<file path="config.mk">
export PLATFORM = sky130hd
export DESIGN_NAME = cna_front
export DESIGN_NICKNAME = d
export VERILOG_FILES = /design/src/rtl/cna_pkg.sv /design/src/rtl/cna_front.sv
export SDC_FILE = /design/constraint.sdc
export NUM_CORES = 1
export LEC_CHECK = 0
export BUFFER_PORTS_ARGS = -buffer_cell sky130_fd_sc_hd__buf_2
export CAP_MARGIN = 10
export CORE_ASPECT_RATIO = 1.25
export CORE_UTILIZATION = 40
export DETAILED_ROUTE_END_ITERATION = 8
export PLACE_DENSITY = 0.66
export SYNTH_ARGS = -nofsm -noshare
export SYNTH_HDL_FRONTEND = slang
export SYNTH_SLANG_ARGS = --single-unit
</file>
<file path="constraint.sdc">
create_clock -name i_clk -period 10.16 [get_ports i_clk]
set_clock_uncertainty 0.15 [all_clocks]
set_input_delay 2.032 -clock i_clk [delete_from_list [all_inputs] [get_ports i_clk]]
set_output_delay 2.032 -clock i_clk [all_outputs]
set_load 0.05 [all_outputs]
</file>
<file path="src/rtl/cna_pkg.sv">
// shared types, opcode codes and helpers for the complex number alu
// no dependencies
package cna_pkg;

    localparam int DATA_W     = 32;
    localparam int FRAC_BITS_DEF = 16;
    localparam int SQ_STAGES  = 32;

    localparam logic [2:0] OPC_ADD = 3'd0;
    localparam logic [2:0] OPC_SUB = 3'd1;
    localparam logic [2:0] OPC_SCR = 3'd2;
    localparam logic [2:0] OPC_SCI = 3'd3;
    localparam logic [2:0] OPC_MUL = 3'd4;
    localparam logic [2:0] OPC_MAG = 3'd5;

    typedef enum logic [2:0] {
        K_ADD = 3'd0,
        K_SUB = 3'd1,
        K_SCR = 3'd2,
        K_SCI = 3'd3,
        K_MUL = 3'd4,
        K_MAG = 3'd5,
        K_NOP = 3'd6
    } t_kind;

    typedef struct packed {
        t_kind              kind;
        logic signed [31:0] a_real;
        logic signed [31:0] a_imag;
        logic signed [31:0] b_real;
        logic signed [31:0] b_imag;
        logic signed [31:0] scalar;
    } t_item;

    typedef struct packed {
        logic signed [31:0] re;
        logic signed [31:0] im;
        logic               ovf;
    } t_res;

    typedef struct packed {
        logic signed [31:0] val;
        logic               ovf;
    } t_sat;

    function automatic t_kind classify(input logic [2:0] opc);
        t_kind k;
        case (opc)
            OPC_ADD: k = K_ADD;
            OPC_SUB: k = K_SUB;
            OPC_SCR: k = K_SCR;
            OPC_SCI: k = K_SCI;
            OPC_MUL: k = K_MUL;
            OPC_MAG: k = K_MAG;
            default: k = K_NOP;
        endcase
        return k;
    endfunction

    // clip a wide signed value to the 32-bit range
    function automatic t_sat sat32(input logic signed [66:0] v);
        t_sat s;
        if (v > 67'sh0_0000_0000_7FFF_FFFF) begin
            s.val = 32'sh7FFF_FFFF;
            s.ovf = 1'b1;
        end else if (v < -67'sh0_0000_0000_8000_0000) begin
            s.val = 32'sh8000_0000;
            s.ovf = 1'b1;
        end else begin
            s.val = v[31:0];
            s.ovf = 1'b0;
        end
        return s;
    endfunction

endpackage

</file>
<file path="src/rtl/cna_front.sv">
// front end: accepts transactions, classifies the opcode, two-entry queue
// depends on cna_pkg
module cna_front (
    input  logic           i_clk,
    input  logic           i_rst_n,
    input  logic           i_push,
    input  logic [2:0]     i_opcode,
    input  logic [31:0]    i_a_real,
    input  logic [31:0]    i_a_imag,
    input  logic [31:0]    i_b_real,
    input  logic [31:0]    i_b_imag,
    input  logic [31:0]    i_scalar,
    output logic           o_full,
    output logic           o_vld,
    output cna_pkg::t_item o_item
);
    import cna_pkg::*;

    t_item      r_q [2];
    logic       r_wp, r_rp;
    logic [1:0] r_cnt;
    logic       pop;
    t_item      in_item;

    // back end never stalls, so the head leaves every cycle it is present
    assign pop    = (r_cnt != 2'd0);
    assign o_full = (r_cnt == 2'd2);
    assign o_vld  = pop;
    assign o_item = r_q[r_rp];

    always_comb begin
        in_item.kind   = classify(i_opcode);
        in_item.a_real = i_a_real;
        in_item.a_imag = i_a_imag;
        in_item.b_real = i_b_real;
        in_item.b_imag = i_b_imag;
        in_item.scalar = i_scalar;
    end

    always_ff @(posedge i_clk) begin
        if (i_push) begin
            r_q[r_wp] <= in_item;
        end
    end

    always_ff @(posedge i_clk) begin
        if (!i_rst_n) begin
            r_wp  <= 1'b0;
            r_rp  <= 1'b0;
            r_cnt <= 2'd0;
        end else begin
            if (i_push) begin
                r_wp <= ~r_wp;
            end
            if (pop) begin
                r_rp <= ~r_rp;
            end
            r_cnt <= r_cnt + {1'b0, i_push} - {1'b0, pop};
        end
    end

endmodule

</file>
Word level (Yosys, flattened, before mapping). Memory sizes are Yosys's and may differ from the RTL's. A register that Yosys moved wholly into a read port is not among the register bits. Index checks and enable logic that the tools add are counted.

Flip-flop bits (word level): 4. RAM bits: 326. Input bits: 166. Output and inout port bits: 165. Logic and storage cells: 21. Memories kept: 1.

Add/sub/neg operators: 2. Equal/unequal tests: 6. Muxes and demuxes: 5. Bitwise operators: 2. Reduce and logical (&&, ||, !) cells: 2.

Memories: r_q (depth 2, bits a word 163, rd ports 1, clocked after Yosys merged registers in 1, wr ports 1, line cna_front.sv:19) `t_item r_q [2];`.

Operator list (count): 3-bit one-hot mux with 6 select lines (1); 3-bit by 2-bit equality test with 1-bit output, second input constant (2); 3-bit equality test, second input constant (2); 1-bit two-way mux (4); 3-bit by 1-bit equality test with 1-bit output, second input constant (1); 3-bit zero test (1); 2-bit by 1-bit adder with 2-bit output (1); 2-bit equality test, second input constant (1); 1-bit inverter (2); 2-bit nonzero test (1); 2-bit by 1-bit subtractor with 2-bit output (1).

Depth between registers and ports, before layout. Gate-level depths: netlist of run 1.

Depth in word-level cells: 3. Depth in mapped cells: 4. Gate-level depth less buffers: 4.

Worst setup path after synthesis of run 1. Ideal clock, no wire load.

Path kind: input -> register. Start: input i_push. End: memory r_q[0][0] (netlist name), enable pin. Library setup time: 0.707 ns. Arrival time: 9.106 ns. Required time: 9.303 ns. Path slack: 0.197 ns. Stages: 1. Buffers on the path: 0. Cell sequence: nor2b_1.

Longest elaborated chain between the ends: 2.

Ends and longest elaborated chain: start: declaration (line cna_front.sv:6) `input logic i_push,`; 1-bit two-way mux (line cna_front.sv:41) `if (i_push) begin`; 1-bit two-way mux (not written as such) (line cna_front.sv:42) `r_q[r_wp] <= in_item;`; end: declaration (line cna_front.sv:19).

No other way between the ends.

==> results of run 1 <==
-- worst max path at each step --
stage,from,to,slack [ps]
floorplan,i_push,r_q[0][0],200
global placement,register,o_item[20],5310
detailed placement,register,o_item[1],5300
CTS,register,o_item[1],4690
global route,register,o_item[49],4590
finish,register,o_item[1],4810
-- cells in the final DEF (no fill, tap or decap), drive strengths merged --
cell type | Yosys | routed
and3 | 2 | 2
bufinv | 0 | 1
diode | 0 | 4
a21boi | 1 | 1
nand2b | 1 | 1
mux2i | 1 | 1
nor2b | 4 | 4
buf | 18 | 335
o21a | 1 | 1
mux2 | 163 | 163
nand2 | 2 | 2
or2 | 1 | 1
clkbuf | 2 | 43
o21ai | 1 | 1
ha | 1 | 1
edfxtp | 326 | 326
or3 | 1 | 1
clkinvlp | 0 | 3
clkinv | 0 | 10
dfxtp | 5 | 5
and2 | 2 | 2
-- sequential cells by signal (all words and copies together) (netlist names), named ones only --
register and flops:
r_cnt 2, r_wp 1, r_rp 1, r_q 326
-- worst max-delay path: cells and delay by family, from the launching register on --
family | cells | cell delay, ps
buffers and inverters | 2 | 1120
flip-flops | 1 | 990
multiplexers | 1 | 420
-- cell families (layout without fill, tap and decap cells) --
family                     count (synthesis)  count (layout)  synth area share (%)
adders and majority gates                  1               1                0.1020
AOI/OAI and AO/OA                          3               3                0.1633
buffers and inverters                     20             392                 1.255
muxes                                    164             164                 17.20
other                                      0               4                     0
DFF                                      331             331                 80.66
and+or+nand+nor                           13              13                0.6226
-- per-layer routing --
metal	GRT usage, %	share of wire, %
met1	14.64	36
met2	25.70	52
met3	5.056	9.1
met5	0	0.078
met4	5.377	2.6
-- report_power, final --
| part | internal [mW] | switching, mW | total [mW] |
|---|---|---|---|
| clock network | 0.608 | 0.464 | 1.07 |
| logic | 0.133 | 0.310 | 0.444 |
| registers | 1.58 | 0.0222 | 1.60 |
-- per-stage QoR --
step / setup slack [ps] / area, sq um / utilization, %
finish: 4806 / 15280 / 50.75
global route: 4591 / 15280 / 50.75
CTS: 4695 / 15270 / 50.72
detailed placement: 5301 / 14320 / 47.56
global placement: 5314 / 14320 / 47.56
floorplan: 196.7 / 12260 / -
-- final cells by class --
type / instances / area [sq um] / area share (%)
clock buffers: 43 / 850.8 / 5.566
flip-flops and latches: 331 / 9893 / 64.73
multi-input cells: 181 / 2227 / 14.57
well taps: 401 / 501.7 / 3.283
clock inverters: 14 / 100.1 / 0.6549
repair buffers: 335 / 1702 / 11.13
diodes: 4 / 10.01 / 0.06549
==> results.yml, run 1 <==
logic_synthesis:
  syn_area_sq_um: 12260
  synth.top_cell.area_share_pct: 79.84
  syn-instance-count: 532
  ys.flop_type: "edfxtp_1"
  yosys.cell_types.count: 19
  yosysTopAreaCell: "edfxtp_1"
  synth.most_common_cell: "edfxtp_1"
  yosys_warnings: 0
  synth-edff-count: 326
  synth_area_leaders: "edfxtp_1, mux2_4, mux2_2"
  synthTopCellsByCount: "edfxtp_1, mux2_2, mux2_4, buf_2, buf_6"
  synth_area_per_cell_sq_um: 23.05
  synth-seq-area-share_pct: 80.66
  synth_nets: 699
  async_flop_share_pct: 0
  ys_seq_elements: 331
critical_path:
  worstPathArrival_ps: 3170
  worstPathRequired_ps: 7980
  max_stage_delay_ps: 990
  startpoint_type: "register"
  crit_fanout: 68
  crit_type: "register to output pin"
  worstPathCellList: "buf_4, mux2_2, buf_2"
  r2r-end: "r_q[1][98]"
  cpMaxStageDelayCell: "dfxtp_4"
  worstRegToRegCells: 2
  r2r-start: "r_wp"
  reg2reg_setup_slack_ps: 7740
  cp-end-kind: "output pin"
outcome:
  status: "finished clean"
min_path:
  min_path_cells: 2
  min_path_type: "register to register"
  hold_start: "r_cnt[1]"
  hold_path_end: "r_cnt[1]"
sta:
  max_freq_mhz: 186.8
  fin_crit_ps: 5354
  worstMarginPinSlew_ps: 1019
  hold_viol_final: 0
  period_share_pct: 52.70
  drv_slew: 0
  hold_ws_ps: 398.3
  setup_viol: 0
  slew_headroom_pct: 32.06
  rsz0062_at_grt: "no"
  setup_tns_ps: 0
detailed_routing:
  drtAntennaViolNets: 0
  via_count: 6018
  drc: 0
  routed_via_density: 4.597
  finalWirelength_mm: 23.09
  dr.pass1.iters: 4
  drtIter0Drc: 232
  routedWlPerCell_um: 17.64
clocking:
  cts.path.max_buffers: 3
  htree_levels: 1
  clk_pin_slew_ps: 60
  clock_latency_ps: 550
  postCtsSetupBuffers: 0
  clock_sinks: 331
  cts_tree: "done"
  ctsHoldBuffers: 0
  post_cts_resized: 0
  numCtsBuffers: 31
  root_buffer: "clkbuf_16"
placed_design:
  place_hpwl_mm: 15.07
  place_inst: 1248
  port_buffers: 330
  gp_congestion: 0.7307
global_route:
  grt-ovfl-total: 0
  grt_pass1_wl_mm: 33.23
  grt_start_max_net_pins: 165
  antenna_found_initial: 5
  grt_usage_pct: 14.13
  grt_pass1_vias: 6265
die:
  ioPinCount: 331
  fp.dieH_um: 197.7
  rows: 71
  coreArea_sq_um: 30120
  die_area_sq_um: 31360
  initial_core_util_pct: 40.71
  fp.dieW_um: 158.6
final_layout:
  final_cells: 1309
  nets: 1047
  area_growth_pct: 24.67
  n_fill_cell: 2528
  drive_gt1_share_pct: 60.62
power:
  ir_drop_uv: 144.9
  finalPower_mw: 3.116
  leakagePower_nw: 5.822
  cellPowerDensity_nw_per_um2: 203.9
job:
  maxCapViolations: 0
No activity file was read; power rests on OpenSTA's default activity.
==> inputs of run 2 (changes only) <==
--- a/config.mk
+++ b/config.mk
@@ -10,7 +10,6 @@
 export CORE_ASPECT_RATIO = 1.25
 export CORE_UTILIZATION = 40
 export DETAILED_ROUTE_END_ITERATION = 8
-export PLACE_DENSITY = 0.66
 export SYNTH_ARGS = -nofsm -noshare
 export SYNTH_HDL_FRONTEND = slang
 export SYNTH_SLANG_ARGS = --single-unit
==> constraint.sdc (replaced) <==
create_clock -name i_clk -period 5.6 [get_ports i_clk]
set_clock_uncertainty 0.15 [all_clocks]
set_input_delay 1.12 -clock i_clk [delete_from_list [all_inputs] [get_ports i_clk]]
set_output_delay 1.12 -clock i_clk [all_outputs]
set_load 0.05 [all_outputs]
==> results.yml, run 2 (synthesis gave the netlist of run 1 again) <==
final_layout:
  final_cell_mix: "buf_2, edfxtp_1, mux2_2"
  top_register: "r_q"
  design_area_sq_um: 15250
  area_growth_pct: 24.42
  finalCoreUtilization_pct: 50.65
  drive_gt1_share_pct: 59.76
  largest_reg_flops: 326
  nets: 1050
  layout_commonest_cell: "buf_2"
  reg.largest.list: "r_q: 326 flops, r_cnt: 2 flops"
die:
  fp.dieW_um: 158.6
  ioPinCount: 331
  initial_core_util_pct: 40.71
  die_area_sq_um: 31360
  rows: 71
  fp.dieH_um: 197.7
  coreArea_sq_um: 30120
clocking:
  cts_tree: "done"
  numCtsBuffers: 31
  htree_levels: 1
  postCtsSetupBuffers: 0
  clock_sinks: 331
  post_cts_resized: 0
  clock_latency_ps: 550
  ctsHoldBuffers: 0
  cts.path.max_buffers: 3
  clk_pin_slew_ps: 60
  root_buffer: "clkbuf_16"
global_route:
  grt_pass1_vias: 6267
  antenna_found_initial: 9
  grt_usage_pct: 14.42
  grt_pass1_wl_mm: 33.62
  grt-ovfl-total: 0
  grt_start_max_net_pins: 81
sta:
  slew_headroom_pct: 29.29
  setup_viol: 0
  hold_ws_ps: 401.8
  fin_crit_ps: 3731
  worstMarginPinSlew_ps: 1061
  hold_viol_final: 0
  drv_slew: 0
  max_freq_mhz: 268.0
  period_share_pct: 66.63
  rsz0062_at_grt: "no"
  setup_tns_ps: 0
placed_design:
  port_buffers: 330
  place_hpwl_mm: 15.56
  post_dp_cell_area_sq_um: 14360
  gp_congestion: 0.7453
critical_path:
  cpMaxStageDelayCell: "dfxtp_4"
  worstPathCellList: "buf_12, mux2_2, buf_2"
  crit_type: "register to output pin"
  crit_fanout: 80
  worstPathArrival_ps: 2460
  max_stage_delay_ps: 750
  cp-end-kind: "output pin"
  worstPathRequired_ps: 4330
  startpoint_type: "register"
outcome:
  status: "finished clean"
power:
  finalPower_mw: 5.584
  cellPowerDensity_nw_per_um2: 366.0
  ir_drop_uv: 293.6
  leakagePower_nw: 5.803
detailed_routing:
  drtAntennaViolNets: 0
  finalWirelength_mm: 23.38
  dr.pass1.iters: 4
  via_count: 6064
  routedWlPerCell_um: 17.88
  routed_via_density: 4.636
  drc: 0
  drtIter0Drc: 201
min_path:
  min_path_type: "register to register"
job:
  maxCapViolations: 0
[run 2: cell type report]
class	instances	area, sq um
Tap cell	401	501.7
Clock inverter	8	58.81
Timing Repair Buffer	338	1737
Fill cell	2533	14860
Antenna cell	5	12.51
Sequential cell	331	9893
Multi-Input combinational cell	181	2227
Clock buffer	44	824.5
[run 2: per-layer routing]
| layer | track usage, % | up-vias | part of all wire (%) |
|---|---|---|---|
| li1 | - | 2822 | - |
| met4 | 6.090 | 6 | 2.9 |
| met3 | 5.384 | 50 | 9.6 |
| met2 | 24.72 | 246 | 50 |
| met5 | 0 | - | 0.17 |
| met1 | 15.89 | 2940 | 37 |
[run 2: per-stage QoR]
stage                     worst slack, ps  cells
after floorplan                     96.07    532
final                                1869   1308
after global routing                 1746   1307
after global placement               2399   1251
after CTS                            1784   1303
after detailed placement             2400   1251
[run 2: worst paths after layout]
kind | start | to | slack [ps] | depth (start not counted)
max reg2reg | r_wp | r_q[0][130] | 3410 | 2
min reg2reg | r_cnt[1] | r_cnt[1] | 400 | 2
min | r_cnt[1] | r_cnt[1] | 400 | 2
max | register | o_item[67] | 1870 | 3
[run 2: critical path, delay by kind of cell, from the launching register on]
family   cells  cell delay [ps]
flops        1              750
buf+inv      2              630
mux          1              400
[run 2: power by group]
group	leakage, nW	total (mW)	switching (mW)	internal (mW)
Combinational	2.27	0.810	0.567	0.243
Sequential	3.10	2.90	0.0368	2.86
Clock	0.427	1.87	0.818	1.06
Total	5.80	5.58	1.42	4.16
